[config.mk]
export PLATFORM = sky130hd
export DESIGN_NAME = pi_position_altitude_controller
export DESIGN_NICKNAME = d
export VERILOG_FILES = /design/src/design/ppac_pkg.sv /design/src/design/pi_position_altitude_controller.sv /design/src/design/ppac_axis.sv
export SDC_FILE = /design/constraint.sdc
export NUM_CORES = 2
export LEC_CHECK = 0
export BUFFER_PORTS_ARGS = -buffer_cell sky130_fd_sc_hd__buf_2
export CORE_UTILIZATION = 45
export CTS_BUF_LIST = sky130_fd_sc_hd__clkbuf_8
export CTS_CLUSTER_DIAMETER = 50
export DETAILED_ROUTE_END_ITERATION = 8
export PLACE_DENSITY = 0.68
export SLEW_MARGIN = 20
export SYNTH_ARGS = -nofsm -noshare
export SYNTH_HDL_FRONTEND = slang
export SYNTH_SLANG_ARGS = --single-unit
[constraint.sdc]
create_clock -name clk -period 7.7 [get_ports clk]
set_input_delay 0.385 -clock clk [delete_from_list [all_inputs] [get_ports clk]]
set_output_delay 0.385 -clock clk [all_outputs]
set_load 0.01 [all_outputs]
[src/design/ppac_pkg.sv]
`timescale 1ns / 1ps
// ----------------------------------------------------------------------------
// ppac_pkg
// Shared widths, codes, reset values and axis job types for the PI position
// and altitude controller.
// ----------------------------------------------------------------------------
package ppac_pkg;

    localparam int ERR_W      = 32;
    localparam int GAIN_W     = 32;
    localparam int LIM_W      = 31;
    localparam int DB_W       = 17;
    localparam int DT_W       = 24;
    localparam int INTEG_W    = 32;
    localparam int CMD_W      = 32;
    localparam int REQ_W      = 2;
    localparam int CFG_IDX_W  = 3;
    localparam int CFG_DATA_W = 32;

    localparam logic [REQ_W-1:0] REQ_HORIZ = 2'd0;
    localparam logic [REQ_W-1:0] REQ_VERT  = 2'd1;
    localparam logic [REQ_W-1:0] REQ_CLEAR = 2'd2;

    localparam logic [CFG_IDX_W-1:0] CFG_GAIN_P_HORIZ = 3'd0;
    localparam logic [CFG_IDX_W-1:0] CFG_GAIN_I_HORIZ = 3'd1;
    localparam logic [CFG_IDX_W-1:0] CFG_GAIN_P_VERT  = 3'd2;
    localparam logic [CFG_IDX_W-1:0] CFG_GAIN_I_VERT  = 3'd3;
    localparam logic [CFG_IDX_W-1:0] CFG_LIMIT_HORIZ  = 3'd4;
    localparam logic [CFG_IDX_W-1:0] CFG_LIMIT_VERT   = 3'd5;
    localparam logic [CFG_IDX_W-1:0] CFG_DEADBAND     = 3'd6;

    localparam logic [GAIN_W-1:0] RST_GAIN_P_HORIZ = 32'd107374;
    localparam logic [GAIN_W-1:0] RST_GAIN_I_HORIZ = 32'd91268055;
    localparam logic [GAIN_W-1:0] RST_GAIN_P_VERT  = 32'd375809638;
    localparam logic [GAIN_W-1:0] RST_GAIN_I_VERT  = 32'd53687091;
    localparam logic [LIM_W-1:0]  RST_LIMIT_HORIZ  = 31'd131072;
    localparam logic [LIM_W-1:0]  RST_LIMIT_VERT   = 31'd65536;
    localparam logic [DB_W-1:0]   RST_DEADBAND     = 17'd328;

    typedef struct packed {
        logic signed [ERR_W-1:0]   err;
        logic [GAIN_W-1:0]         kp;
        logic [GAIN_W-1:0]         ki;
        logic [LIM_W-1:0]          lim;
        logic [DT_W-1:0]           dt;
        logic signed [INTEG_W-1:0] integ;
    } ppac_axis_job_t;

    typedef struct packed {
        logic signed [INTEG_W-1:0] integ;
        logic signed [CMD_W-1:0]   cmd;
    } ppac_axis_res_t;

endpackage

[src/design/pi_position_altitude_controller.sv]
`timescale 1ns / 1ps
// ----------------------------------------------------------------------------
// pi_position_altitude_controller
// PI position and altitude controller in Q16.16 with deadband, clamping and
// back-calculation anti-windup.
// ----------------------------------------------------------------------------
// One request is taken at a time. A vertical or horizontal step holds the
// request side while it runs; a horizontal step runs its two axes one after
// the other through a single axis unit with bit-serial gain and time-step
// multiplies. The result becomes valid in the same cycle as the next request
// can be taken. Clear and unknown requests skip the axis unit.
// A finished result sits in the output register until its transfer, while the
// next request is already taken in; a second result waits for that transfer.
module pi_position_altitude_controller #(
    parameter int DATA_WIDTH = 32
) (
    input  logic                                   clk,
    input  logic                                   rst_n,
    input  logic                                   req_valid,
    output logic                                   req_ready,
    input  logic [ppac_pkg::REQ_W-1:0]             req_type,
    input  logic signed [ppac_pkg::ERR_W-1:0]      err_a,
    input  logic signed [ppac_pkg::ERR_W-1:0]      err_b,
    input  logic [ppac_pkg::DT_W-1:0]              dt_step,
    output logic                                   rsp_valid,
    input  logic                                   rsp_ready,
    output logic signed [ppac_pkg::CMD_W-1:0]      cmd_a,
    output logic signed [ppac_pkg::CMD_W-1:0]      cmd_b,
    input  logic                                   cfg_we,
    input  logic [ppac_pkg::CFG_IDX_W-1:0]         cfg_index,
    input  logic [ppac_pkg::CFG_DATA_W-1:0]        cfg_data
);
    import ppac_pkg::*;

    localparam logic [2:0] T_IDLE  = 3'd0;
    localparam logic [2:0] T_NORTH = 3'd1;
    localparam logic [2:0] T_EAST  = 3'd2;
    localparam logic [2:0] T_VERT  = 3'd3;
    localparam logic [2:0] T_DONE  = 3'd4;

    logic [GAIN_W-1:0]         kp_h_reg, ki_h_reg, kp_v_reg, ki_v_reg;
    logic [LIM_W-1:0]          lim_h_reg, lim_v_reg;
    logic [DB_W-1:0]           db_reg;

    logic [2:0]                state_reg, state_next;
    logic                      start_reg, start_next;
    logic signed [ERR_W-1:0]   ea_reg, ea_next, eb_reg, eb_next;
    logic [DT_W-1:0]           dt_reg, dt_next;
    logic signed [INTEG_W-1:0] int_n_reg, int_n_next;
    logic signed [INTEG_W-1:0] int_e_reg, int_e_next;
    logic signed [INTEG_W-1:0] int_v_reg, int_v_next;
    logic signed [CMD_W-1:0]   res_a_reg, res_a_next, res_b_reg, res_b_next;
    logic signed [CMD_W-1:0]   out_a_reg, out_a_next, out_b_reg, out_b_next;
    logic                      out_valid_reg, out_valid_next;

    ppac_axis_job_t            job;
    ppac_axis_res_t            axis_res;
    logic                      axis_done;
    logic signed [ERR_W-1:0]   e_raw;
    logic signed [ERR_W:0]     e_wide, db_wide;
    logic signed [ERR_W-1:0]   e_db;
    logic                      req_xfer;

    assign req_xfer = req_valid && req_ready;
    assign req_ready = (state_reg == T_IDLE);

    // deadband on horizontal errors only
    always_comb
    begin
        e_raw   = (state_reg == T_EAST) ? eb_reg : ea_reg;
        e_wide  = (ERR_W+1)'(e_raw);
        db_wide = $signed({{(ERR_W+1-DB_W){1'b0}}, db_reg});
        if (state_reg == T_VERT)
        begin
            e_db = e_raw;
        end
        else if (e_wide > db_wide)
        begin
            e_db = ERR_W'(e_wide - db_wide);
        end
        else if (e_wide < -db_wide)
        begin
            e_db = ERR_W'(e_wide + db_wide);
        end
        else
        begin
            e_db = '0;
        end
        job.err = e_db;
        job.dt  = dt_reg;
        if (state_reg == T_VERT)
        begin
            job.kp    = kp_v_reg;
            job.ki    = ki_v_reg;
            job.lim   = lim_v_reg;
            job.integ = int_v_reg;
        end
        else
        begin
            job.kp    = kp_h_reg;
            job.ki    = ki_h_reg;
            job.lim   = lim_h_reg;
            job.integ = (state_reg == T_EAST) ? int_e_reg : int_n_reg;
        end
    end

    ppac_axis #(
        .DATA_WIDTH(DATA_WIDTH)
    ) u_axis (
        .clk   (clk),
        .rst_n (rst_n),
        .start (start_reg),
        .job   (job),
        .done  (axis_done),
        .res   (axis_res)
    );

    always_comb
    begin
        state_next     = state_reg;
        start_next     = 1'b0;
        ea_next        = ea_reg;
        eb_next        = eb_reg;
        dt_next        = dt_reg;
        int_n_next     = int_n_reg;
        int_e_next     = int_e_reg;
        int_v_next     = int_v_reg;
        res_a_next     = res_a_reg;
        res_b_next     = res_b_reg;
        out_a_next     = out_a_reg;
        out_b_next     = out_b_reg;
        out_valid_next = out_valid_reg;
        if (out_valid_reg && rsp_ready)
        begin
            out_valid_next = 1'b0;
        end
        unique case (state_reg)
            T_IDLE:
            begin
                if (req_xfer)
                begin
                    ea_next    = err_a;
                    eb_next    = err_b;
                    dt_next    = dt_step;
                    res_a_next = '0;
                    res_b_next = '0;
                    unique case (req_type)
                        REQ_HORIZ:
                        begin
                            start_next = 1'b1;
                            state_next = T_NORTH;
                        end
                        REQ_VERT:
                        begin
                            start_next = 1'b1;
                            state_next = T_VERT;
                        end
                        REQ_CLEAR:
                        begin
                            int_n_next = '0;
                            int_e_next = '0;
                            int_v_next = '0;
                            state_next = T_DONE;
                        end
                        default:
                        begin
                            state_next = T_DONE;
                        end
                    endcase
                end
            end
            T_NORTH:
            begin
                if (axis_done)
                begin
                    int_n_next = axis_res.integ;
                    res_a_next = axis_res.cmd;
                    start_next = 1'b1;
                    state_next = T_EAST;
                end
            end
            T_EAST:
            begin
                if (axis_done)
                begin
                    int_e_next = axis_res.integ;
                    res_b_next = axis_res.cmd;
                    state_next = T_DONE;
                end
            end
            T_VERT:
            begin
                if (axis_done)
                begin
                    int_v_next = axis_res.integ;
                    res_a_next = axis_res.cmd;
                    state_next = T_DONE;
                end
            end
            T_DONE:
            begin
                if (!out_valid_reg || rsp_ready)
                begin
                    out_a_next     = res_a_reg;
                    out_b_next     = res_b_reg;
                    out_valid_next = 1'b1;
                    state_next     = T_IDLE;
                end
            end
            default:
            begin
                state_next = T_IDLE;
            end
        endcase
    end

    always_ff @(posedge clk or negedge rst_n)
    begin
        if (!rst_n)
        begin
            state_reg     <= T_IDLE;
            start_reg     <= 1'b0;
            out_valid_reg <= 1'b0;
            int_n_reg     <= '0;
            int_e_reg     <= '0;
            int_v_reg     <= '0;
        end
        else
        begin
            state_reg     <= state_next;
            start_reg     <= start_next;
            out_valid_reg <= out_valid_next;
            int_n_reg     <= int_n_next;
            int_e_reg     <= int_e_next;
            int_v_reg     <= int_v_next;
        end
    end

    always_ff @(posedge clk)
    begin
        ea_reg    <= ea_next;
        eb_reg    <= eb_next;
        dt_reg    <= dt_next;
        res_a_reg <= res_a_next;
        res_b_reg <= res_b_next;
        out_a_reg <= out_a_next;
        out_b_reg <= out_b_next;
    end

    // configuration registers
    always_ff @(posedge clk or negedge rst_n)
    begin
        if (!rst_n)
        begin
            kp_h_reg  <= RST_GAIN_P_HORIZ;
            ki_h_reg  <= RST_GAIN_I_HORIZ;
            kp_v_reg  <= RST_GAIN_P_VERT;
            ki_v_reg  <= RST_GAIN_I_VERT;
            lim_h_reg <= RST_LIMIT_HORIZ;
            lim_v_reg <= RST_LIMIT_VERT;
            db_reg    <= RST_DEADBAND;
        end
        else if (cfg_we)
        begin
            unique case (cfg_index)
                CFG_GAIN_P_HORIZ: kp_h_reg  <= cfg_data;
                CFG_GAIN_I_HORIZ: ki_h_reg  <= cfg_data;
                CFG_GAIN_P_VERT:  kp_v_reg  <= cfg_data;
                CFG_GAIN_I_VERT:  ki_v_reg  <= cfg_data;
                CFG_LIMIT_HORIZ:  lim_h_reg <= cfg_data[LIM_W-1:0];
                CFG_LIMIT_VERT:   lim_v_reg <= cfg_data[LIM_W-1:0];
                CFG_DEADBAND:     db_reg    <= cfg_data[DB_W-1:0];
                default:          ;
            endcase
        end
    end

    assign rsp_valid = out_valid_reg;
    assign cmd_a     = out_a_reg;
    assign cmd_b     = out_b_reg;

    a_clear_zeroes: assert property (@(posedge clk) disable iff (!rst_n)
        (req_xfer && req_type == REQ_CLEAR) |=>
            (int_n_reg == '0 && int_e_reg == '0 && int_v_reg == '0))
        else $error("clear transfer left an integrator set");

    a_done_in_axis_state: assert property (@(posedge clk) disable iff (!rst_n)
        axis_done |-> (state_reg == T_NORTH || state_reg == T_EAST || state_reg == T_VERT))
        else $error("axis result outside an axis step");

    a_start_in_axis_state: assert property (@(posedge clk) disable iff (!rst_n)
        start_reg |-> (state_reg == T_NORTH || state_reg == T_EAST || state_reg == T_VERT))
        else $error("axis launched outside an axis step");

    a_east_after_north: assert property (@(posedge clk) disable iff (!rst_n)
        (state_reg == T_NORTH && axis_done) |=> (state_reg == T_EAST && start_reg))
        else $error("east axis not launched after north");

endmodule

[src/design/ppac_axis.sv]
`timescale 1ns / 1ps
// ----------------------------------------------------------------------------
// ppac_axis
// One PI axis with back-calculation anti-windup, gains and time step applied
// by bit-serial shift-and-add multipliers.
// ----------------------------------------------------------------------------
module ppac_axis #(
    parameter int DATA_WIDTH = 32
) (
    input  logic                     clk,
    input  logic                     rst_n,
    input  logic                     start,
    input  ppac_pkg::ppac_axis_job_t job,
    output logic                     done,
    output ppac_pkg::ppac_axis_res_t res
);
    import ppac_pkg::*;

    localparam int PROD_W = ERR_W + GAIN_W + 1;
    localparam int SW     = (DATA_WIDTH > 36 ? DATA_WIDTH : 36) + 4;
    localparam int TW     = DATA_WIDTH + DT_W + 1;
    localparam int CNT_W  = $clog2(GAIN_W > DT_W ? GAIN_W : DT_W);
    localparam int FRAC_G = GAIN_W - 2;

    localparam logic signed [SW-1:0] DW_MAX = SW'((64'sd1 <<< (DATA_WIDTH - 1)) - 64'sd1);
    localparam logic signed [SW-1:0] DW_MIN = -DW_MAX - SW'(1);

    localparam logic [3:0] S_IDLE  = 4'd0;
    localparam logic [3:0] S_MUL   = 4'd1;
    localparam logic [3:0] S_PSAT  = 4'd2;
    localparam logic [3:0] S_SUM   = 4'd3;
    localparam logic [3:0] S_CLAMP = 4'd4;
    localparam logic [3:0] S_TERM  = 4'd5;
    localparam logic [3:0] S_DTMUL = 4'd6;
    localparam logic [3:0] S_UPD   = 4'd7;
    localparam logic [3:0] S_OUT   = 4'd8;

    function automatic logic signed [SW-1:0] clamp_lim(
        input logic signed [SW-1:0] v,
        input logic signed [SW-1:0] l
    );
        logic signed [SW-1:0] r;
        if (v > l)
        begin
            r = l;
        end
        else if (v < -l)
        begin
            r = -l;
        end
        else
        begin
            r = v;
        end
        return r;
    endfunction

    logic [3:0]                state_reg, state_next;
    logic [CNT_W-1:0]          cnt_reg, cnt_next;
    logic [GAIN_W-1:0]         kp_sh_reg, kp_sh_next;
    logic [GAIN_W-1:0]         ki_sh_reg, ki_sh_next;
    logic [DT_W-1:0]           dt_sh_reg, dt_sh_next;
    logic signed [ERR_W-1:0]   e_reg, e_next;
    logic [LIM_W-1:0]          lim_reg, lim_next;
    logic signed [INTEG_W-1:0] integ_reg, integ_next;
    logic signed [PROD_W-1:0]  acc_p_reg, acc_p_next;
    logic signed [PROD_W-1:0]  acc_i_reg, acc_i_next;
    logic signed [SW-1:0]      p_reg, p_next;
    logic signed [SW-1:0]      eterm_reg, eterm_next;
    logic signed [SW-1:0]      unsat_reg, unsat_next;
    logic signed [SW-1:0]      diff_reg, diff_next;
    logic signed [SW-1:0]      term_reg, term_next;
    logic signed [TW-1:0]      acc_t_reg, acc_t_next;
    logic signed [INTEG_W-1:0] integ_new_reg, integ_new_next;
    logic signed [CMD_W-1:0]   cmd_reg, cmd_next;
    logic                      done_reg, done_next;

    logic signed [PROD_W-1:0]  e_ext;
    logic signed [PROD_W-1:0]  p_shift, i_shift;
    logic signed [SW-1:0]      p_full;
    logic signed [SW-1:0]      lim_ext, integ_ext, integ_new_ext;
    logic signed [SW-1:0]      sat_val, t_sum, delta_ext;
    logic signed [TW-1:0]      term_ext, t_shift;
    logic                      e_pos, e_neg, freeze;

    always_comb
    begin
        e_ext         = PROD_W'(e_reg);
        p_shift       = acc_p_reg >>> FRAC_G;
        i_shift       = acc_i_reg >>> FRAC_G;
        p_full        = $signed(p_shift[SW-1:0]);
        lim_ext       = $signed({{(SW-LIM_W){1'b0}}, lim_reg});
        integ_ext     = SW'(integ_reg);
        integ_new_ext = SW'(integ_new_reg);
        sat_val       = clamp_lim(unsat_reg, lim_ext);
        e_pos         = !e_reg[ERR_W-1] && (|e_reg);
        e_neg         = e_reg[ERR_W-1];
        freeze        = ((unsat_reg > lim_ext) && e_pos) || ((unsat_reg < -lim_ext) && e_neg);
        t_sum         = eterm_reg + (diff_reg <<< 1);
        term_ext      = TW'($signed(term_reg[DATA_WIDTH-1:0]));
        t_shift       = acc_t_reg >>> DT_W;
        delta_ext     = SW'($signed(t_shift[DATA_WIDTH:0]));
    end

    always_comb
    begin
        state_next     = state_reg;
        cnt_next       = cnt_reg;
        kp_sh_next     = kp_sh_reg;
        ki_sh_next     = ki_sh_reg;
        dt_sh_next     = dt_sh_reg;
        e_next         = e_reg;
        lim_next       = lim_reg;
        integ_next     = integ_reg;
        acc_p_next     = acc_p_reg;
        acc_i_next     = acc_i_reg;
        p_next         = p_reg;
        eterm_next     = eterm_reg;
        unsat_next     = unsat_reg;
        diff_next      = diff_reg;
        term_next      = term_reg;
        acc_t_next     = acc_t_reg;
        integ_new_next = integ_new_reg;
        cmd_next       = cmd_reg;
        done_next      = 1'b0;
        unique case (state_reg)
            S_IDLE:
            begin
                if (start)
                begin
                    kp_sh_next = job.kp;
                    ki_sh_next = job.ki;
                    dt_sh_next = job.dt;
                    e_next     = job.err;
                    lim_next   = job.lim;
                    integ_next = job.integ;
                    acc_p_next = '0;
                    acc_i_next = '0;
                    cnt_next   = CNT_W'(GAIN_W - 1);
                    state_next = S_MUL;
                end
            end
            S_MUL:
            begin
                acc_p_next = (acc_p_reg <<< 1) + (kp_sh_reg[GAIN_W-1] ? e_ext : '0);
                acc_i_next = (acc_i_reg <<< 1) + (ki_sh_reg[GAIN_W-1] ? e_ext : '0);
                kp_sh_next = kp_sh_reg << 1;
                ki_sh_next = ki_sh_reg << 1;
                cnt_next   = cnt_reg - CNT_W'(1);
                if (cnt_reg == '0)
                begin
                    state_next = S_PSAT;
                end
            end
            S_PSAT:
            begin
                if (p_full > DW_MAX)
                begin
                    p_next = DW_MAX;
                end
                else if (p_full < DW_MIN)
                begin
                    p_next = DW_MIN;
                end
                else
                begin
                    p_next = p_full;
                end
                eterm_next = $signed(i_shift[SW-1:0]);
                state_next = S_SUM;
            end
            S_SUM:
            begin
                unsat_next = p_reg + integ_ext;
                state_next = S_CLAMP;
            end
            S_CLAMP:
            begin
                diff_next = sat_val - unsat_reg;
                if (freeze)
                begin
                    eterm_next = '0;
                end
                state_next = S_TERM;
            end
            S_TERM:
            begin
                if (t_sum > DW_MAX)
                begin
                    term_next = DW_MAX;
                end
                else if (t_sum < DW_MIN)
                begin
                    term_next = DW_MIN;
                end
                else
                begin
                    term_next = t_sum;
                end
                acc_t_next = '0;
                cnt_next   = CNT_W'(DT_W - 1);
                state_next = S_DTMUL;
            end
            S_DTMUL:
            begin
                acc_t_next = (acc_t_reg <<< 1) + (dt_sh_reg[DT_W-1] ? term_ext : '0);
                dt_sh_next = dt_sh_reg << 1;
                cnt_next   = cnt_reg - CNT_W'(1);
                if (cnt_reg == '0)
                begin
                    state_next = S_UPD;
                end
            end
            S_UPD:
            begin
                integ_new_next = INTEG_W'(clamp_lim(integ_ext + delta_ext, lim_ext));
                state_next     = S_OUT;
            end
            S_OUT:
            begin
                cmd_next   = CMD_W'(clamp_lim(p_reg + integ_new_ext, lim_ext));
                done_next  = 1'b1;
                state_next = S_IDLE;
            end
            default:
            begin
                state_next = S_IDLE;
            end
        endcase
    end

    always_ff @(posedge clk or negedge rst_n)
    begin
        if (!rst_n)
        begin
            state_reg <= S_IDLE;
            cnt_reg   <= '0;
            done_reg  <= 1'b0;
        end
        else
        begin
            state_reg <= state_next;
            cnt_reg   <= cnt_next;
            done_reg  <= done_next;
        end
    end

    always_ff @(posedge clk)
    begin
        kp_sh_reg     <= kp_sh_next;
        ki_sh_reg     <= ki_sh_next;
        dt_sh_reg     <= dt_sh_next;
        e_reg         <= e_next;
        lim_reg       <= lim_next;
        integ_reg     <= integ_next;
        acc_p_reg     <= acc_p_next;
        acc_i_reg     <= acc_i_next;
        p_reg         <= p_next;
        eterm_reg     <= eterm_next;
        unsat_reg     <= unsat_next;
        diff_reg      <= diff_next;
        term_reg      <= term_next;
        acc_t_reg     <= acc_t_next;
        integ_new_reg <= integ_new_next;
        cmd_reg       <= cmd_next;
    end

    assign done      = done_reg;
    assign res.integ = integ_new_reg;
    assign res.cmd   = cmd_reg;

    a_start_idle: assert property (@(posedge clk) disable iff (!rst_n)
        start |-> (state_reg == S_IDLE))
        else $error("axis start while busy");

    a_done_from_out: assert property (@(posedge clk) disable iff (!rst_n)
        done |-> ($past(state_reg) == S_OUT))
        else $error("axis done without output step");

    a_mul_len: assert property (@(posedge clk) disable iff (!rst_n)
        (state_reg == S_MUL && cnt_reg != '0) |=> (state_reg == S_MUL))
        else $error("gain multiply cut short");

endmodule
### Word level (Yosys, flattened, before mapping)

Index checks and enable logic that the tools add are counted.

* $add $sub $neg: 13
* magnitude comparators: 12
* eq/ne operators: 32
* multiplexer cells: 60
* reduce and logical (&&, ||, !) cells: 49

Operators with widths (count)
* 2-to-1 mux 32 bit: 16
* case mux 32 bit (2 select lines): 7
* case mux 65 bit (2 select lines): 2
* 2-to-1 mux 65 bit: 3
* adder 65 bit: 2
* case mux 57 bit (2 select lines): 1
* 2-to-1 mux 95 bit: 1
* adder 40 x 32 -> 40 bit: 2
* > comparator 40 x 32 -> 1 bit: 2
* less-than comparator 40 bit: 2
* 2-to-1 mux 40 bit: 2
* case mux 40 bit (2 select lines): 1
* 2-to-1 mux 39 bit: 2
* 2-to-1 mux 31 bit: 2
* adder 57 bit: 1
* 2-to-1 mux 57 bit: 1
* case mux 24 bit (2 select lines): 1
* adder 40 bit: 1
* > comparator 40 x 32 -> 1 bit (second input constant): 1
* less-than comparator 34 x 40 -> 1 bit: 1
* less-than comparator 40 x 32 -> 1 bit (second input constant): 1
* negation 31 -> 40 bit: 1
* subtractor 39 bit: 1
* > comparator 35 x 32 -> 1 bit (second input constant): 1
* other kinds (44): 111

* flip-flop bits (word level): 1159
* input bits: 130
* output and inout port bits: 66
* word-level logic and storage cells: 207

### Logic depth before layout (Yosys ltp)

* word-level depth: 6
* depth in mapped cells: 38
* depth with buffers taken out: 34

### Hierarchy

Synthesis repeated with hierarchy kept, for this count alone.

* cells, all modules: 7563
* area, all modules: 74397.6 µm²

By module, submodules not included
* ppac_axis: times used 1, cells an instance 5239, area an instance 49189.7 µm², sequential area each 18718.0 µm²
* pi_position_altitude_controller: times used 1, cells an instance 2324, area an instance 25207.9 µm², sequential area each 14267.4 µm²

### Worst setup path before layout

No wires, ideal clock.

* kind: register to register
* from: register u_axis.lim_reg[20]
* to: register u_axis.diff_reg[38] (data pin)
* library setup time: 265 ps
* data arrival time: 7409 ps
* data required time: 7435 ps
* slack: 26 ps
* stages on the path, launching flop included: 36
* path buffers: 2
* period minus slack after synthesis: 7674 ps
* path through: edfxtp_1 > or4_4 > or3_1 > nor2_1 > nand3_1 > nor2_1 > xnor2_1 > inv_1 > ha_1 > a21o_1 > a21o_1 > a21oi_1 > nor3_1 > a311oi_1 > nand3b_1 > nor4_1 > buf_6 > or2_1 > clkbuf_1 > nor2_1 > mux2i_1 > ha_1 > fa_1 > nand2b_1 > a21boi_0 > o21ai_0 > a21oi_1 > a31oi_1 > o21ai_0 > a21o_1 > a21oi_1 > a211oi_1 > o41ai_1 > o21ai_0 > a311oi_1 > xnor2_1

* cells in the longest elaborated chain, start to end: 5
* elaborated cells on any way between the ends: 6
* those cells by class: 2 x add/sub; 2 x order compare; 2 x mux

RTL lines
* from (decl): RTL line ppac_axis.sv:64 `logic [LIM_W-1:0] lim_reg, lim_next;`
* from (signal assigned): RTL line ppac_axis.sv:254 `lim_reg <= lim_next;`
* negation 31 -> 40 bit: RTL line ppac_axis.sv:47 `else if (v < -l)`
* less-than comparator 40 bit: RTL line ppac_axis.sv:47
* 2-to-1 mux 39 bit: RTL line ppac_axis.sv:47
* 2-to-1 mux 39 bit *: RTL line ppac_axis.sv:43 `if (v > l)`
* subtractor 39 bit *: RTL line ppac_axis.sv:179 `diff_next = sat_val - unsat_reg;`
* to (signal assigned): RTL line ppac_axis.sv:261 `diff_reg <= diff_next;`
* to (decl): RTL line ppac_axis.sv:71 `logic signed [SW-1:0] diff_reg, diff_next;`

Every way passes the cells marked *; elsewhere a longest branch is shown, timed or not.
A chain may end at the register's enable or synchronous reset.

### Final worst setup path

* from: register u_axis.lim_reg[4]
* to: register u_axis.diff_reg[38] (data pin)

The elaborated chain is that of the path after synthesis.

==> impl_metrics.ini <==
[outcome]
status = finished clean

[worst_setup_path]
crit_top_cell = buf_4
cp-end-kind = flip-flop
reg2reg_depth = 34
ff2ff_setup_slack_ns = 0.31
critPathLaunchType = flip-flop
startpoint = u_axis.lim_reg[4]
max_stage_delay_ns = 0.43
worstReg2RegStart = u_axis.lim_reg[4]
slowest_stage = edfxtp_1
worstSetupPathType = flip-flop to flip-flop
crit_required_ns = 8.37
cp_max_fo = 18
arrival_ns = 8.06

[yosys]
synth_top_area_share_pct = 34.2
ys_seq_area_share_pct = 45.2
synth_most_common_cell = edfxtp_1
synth.distinct_cells = 111
synth_flop_cell = edfxtp_1
yosysWarningCount = 0
synthesis.area_um2 = 73000
synthTopCellsByArea = edfxtp_1, ha_1, dfrtp_1
synth_common_cells = edfxtp_1, nand2_1, ha_1, nor2_1, a21oi_1
synth-edff-count = 831
synthCells = 7173
yosysTopAreaCell = edfxtp_1
syn-num-nets = 7937
syn_area_per_cell_um2 = 10.2
ys_ff_latch = 1149
synthArstFlopShare_pct = 27.7

[cts]
cts-root-buf = clkbuf_8
h-tree-depth = 4
clk_pin_slew_ns = 0.06
cts_tree = built
clk_latency_ns = 0.98
cts_buffers = 200
cts_buffer_depth = 3
clock_sinks = 1149

[drt]
ant_nets = 0
wl_um = 217000
post_drt_wl_per_cell_um = 21.7
vias_per_cell = 5.78
drt_iter0_drc = 4769
via_count = 57900
drc_errors = 0
first_pass_iters = 8

[die]
dieArea_um2 = 164000
dieWidth_um = 405
core_area_um2 = 161000
num_io_pins = 196
die-height_um = 405
start_util_pct = 45.4
rows = 147

[timing]
relSlewSlack_pct = 25.5
setup_viol = 0
fin_ws_ns = 0.305
finalCritPeriodShare_pct = 96.0
max_freq_mhz = 135
rsz0062_at_grt = yes
worstMarginPinSlew_ns = 1.12
hold_viol_final = 0
maxSlewViolCount = 0
layout_min_cycle_time_ns = 7.39
whs_ns = 0.0452
setup_tns_ns = 0
clock_skew_ns = 0.0659

[final_layout]
nNetsFinal = 8444
final_util_pct = 51.8
final_cells = 10000
drive_above_1_share_pct = 15.0
final_area_um2 = 83300
syn2layout_area_growth_pct = 14.2

[power_and_ir_drop]
p_leak_nw = 35.1
p_total_mw = 17.9
irDropWorstVdd_mv = 0.220
powerDensity_nw_per_um2 = 215

[placement]
place_area_um2 = 77800
pre_cts_ws_ns = -0.174
numPortBuffers = 195
dp.cells = 9507
gp_congestion = 1.04
hpwl_um = 160000

[global_route]
grt_pass1_vias = 55800
track_usage_pct = 26.1
antenna_found_initial = 8
gr-total-overflow = 0
grt_pass1_wl_um = 328000
grt_max_degree = 157

[hold_path]
hp-class = input port to asynchronous set/reset pin

[flow_run]
drv_cap = 0
[placed cells by master, fill, tap and decap left out, types with 20 or more instances in the layout]
master         Yosys  final
nand2_1          819    814
dlygate4sd3_1      0    128
mux2_2           239    239
clkinv_2           0     20
a21o_1           296    296
nor2_1           513    504
buf_4              7    250
o21a_1            79     79
dfstp_2           59     59
dfrtp_1          259    258
o31ai_1           28     23
nand3_1          126    125
o21ai_0          418    414
clkbuf_8           0    221
or2_2             22     22
buf_2             22    194
nor2b_1          113    111
xor2_1           105    105
nor3_1           115    108
and2_1           195    194
a211oi_1          48     46
clkinv_1           3     23
nand4_1          102    102
edfxtp_1         831    831
a31oi_1          113    107
xnor2_1          246    243
ha_1             624    624
and3_1            59     58
inv_1            294    375
o21bai_1          49     49
mux2i_1          120    120
or3_1             30     28
a21boi_0          29     26
nand2b_1          87     86
nor4_1            39     37
o221ai_1          22     22
a21oi_1          461    456
o211ai_1          20     20
o221ai_2          20     20
[final cells by class]
type                    count  area, um^2
well taps                2160        2700
flip-flops and latches   1149       33000
multi-input cells        5448       38200
repair buffers            583        4340
diodes                      5        12.5
clock buffers             221        3040
inverters                 298        1120
clock inverters           153         951
fillers                 14400       77400
[path summary, 6_finish.rpt]
path | end
worst max-delay path | u_axis.diff_reg[38]
worst min-delay path | kp_h_reg[18]
worst max register to register | u_axis.diff_reg[38]
worst min register to register | cmd_a[13]
max in group asynchronous | int_e_reg[20]
min in group clk | ea_reg[7]
[logic make-up (layout without fill, tap and decap cells)]
| kind of cell | after synthesis | count (layout) | share of synthesized area, % |
|---|---|---|---|
| fa+ha+maj | 642 | 642 | 11.1 |
| xor+xnor | 354 | 354 | 4.30 |
| mux | 361 | 361 | 5.38 |
| simple gates | 2293 | 2293 | 15.0 |
| other cells | 0 | 5 | 0 |
| flops | 1149 | 1149 | 45.2 |
| buf+inv | 576 | 1255 | 3.11 |
| compound gates | 1798 | 1798 | 16.0 |
[where the power goes]
| group | internal, mW | total [mW] | leakage, nW | switching (mW) |
|---|---|---|---|---|
| Sequential | 7.20 | 7.45 | 11.4 | 0.254 |
| Combinational | 2.09 | 4.85 | 21.4 | 2.76 |
| Clock | 2.95 | 5.60 | 2.32 | 2.64 |
[critical path, delay by kind of cell, from the launching register on]
| family | cells | cell delay, ns |
|---|---|---|
| xor+xnor | 2 | 0.40 |
| compound gates | 13 | 2.31 |
| fa+ha+maj | 2 | 0.71 |
| mux | 1 | 0.13 |
| flops | 1 | 0.43 |
| buf+inv | 5 | 0.80 |
| simple gates | 11 | 2.29 |
[per-layer routing]
layer,GRT usage (%),wire length [um],share of wire (%)
met1,35.5,94900,44
met2,41.6,98800,45
met3,4.38,15900,7.3
met4,9.78,7770,3.6
met5,0,20,0.0092
[what timing repair did]
action	CTS	global route
hold endpoints to repair	407	0
buffers inserted	0	3
resized for setup	13	37
hold buffers	128	0
pin swaps	7	16
setup endpoints to repair	10	46
Power figures use the tool's default switching activity.
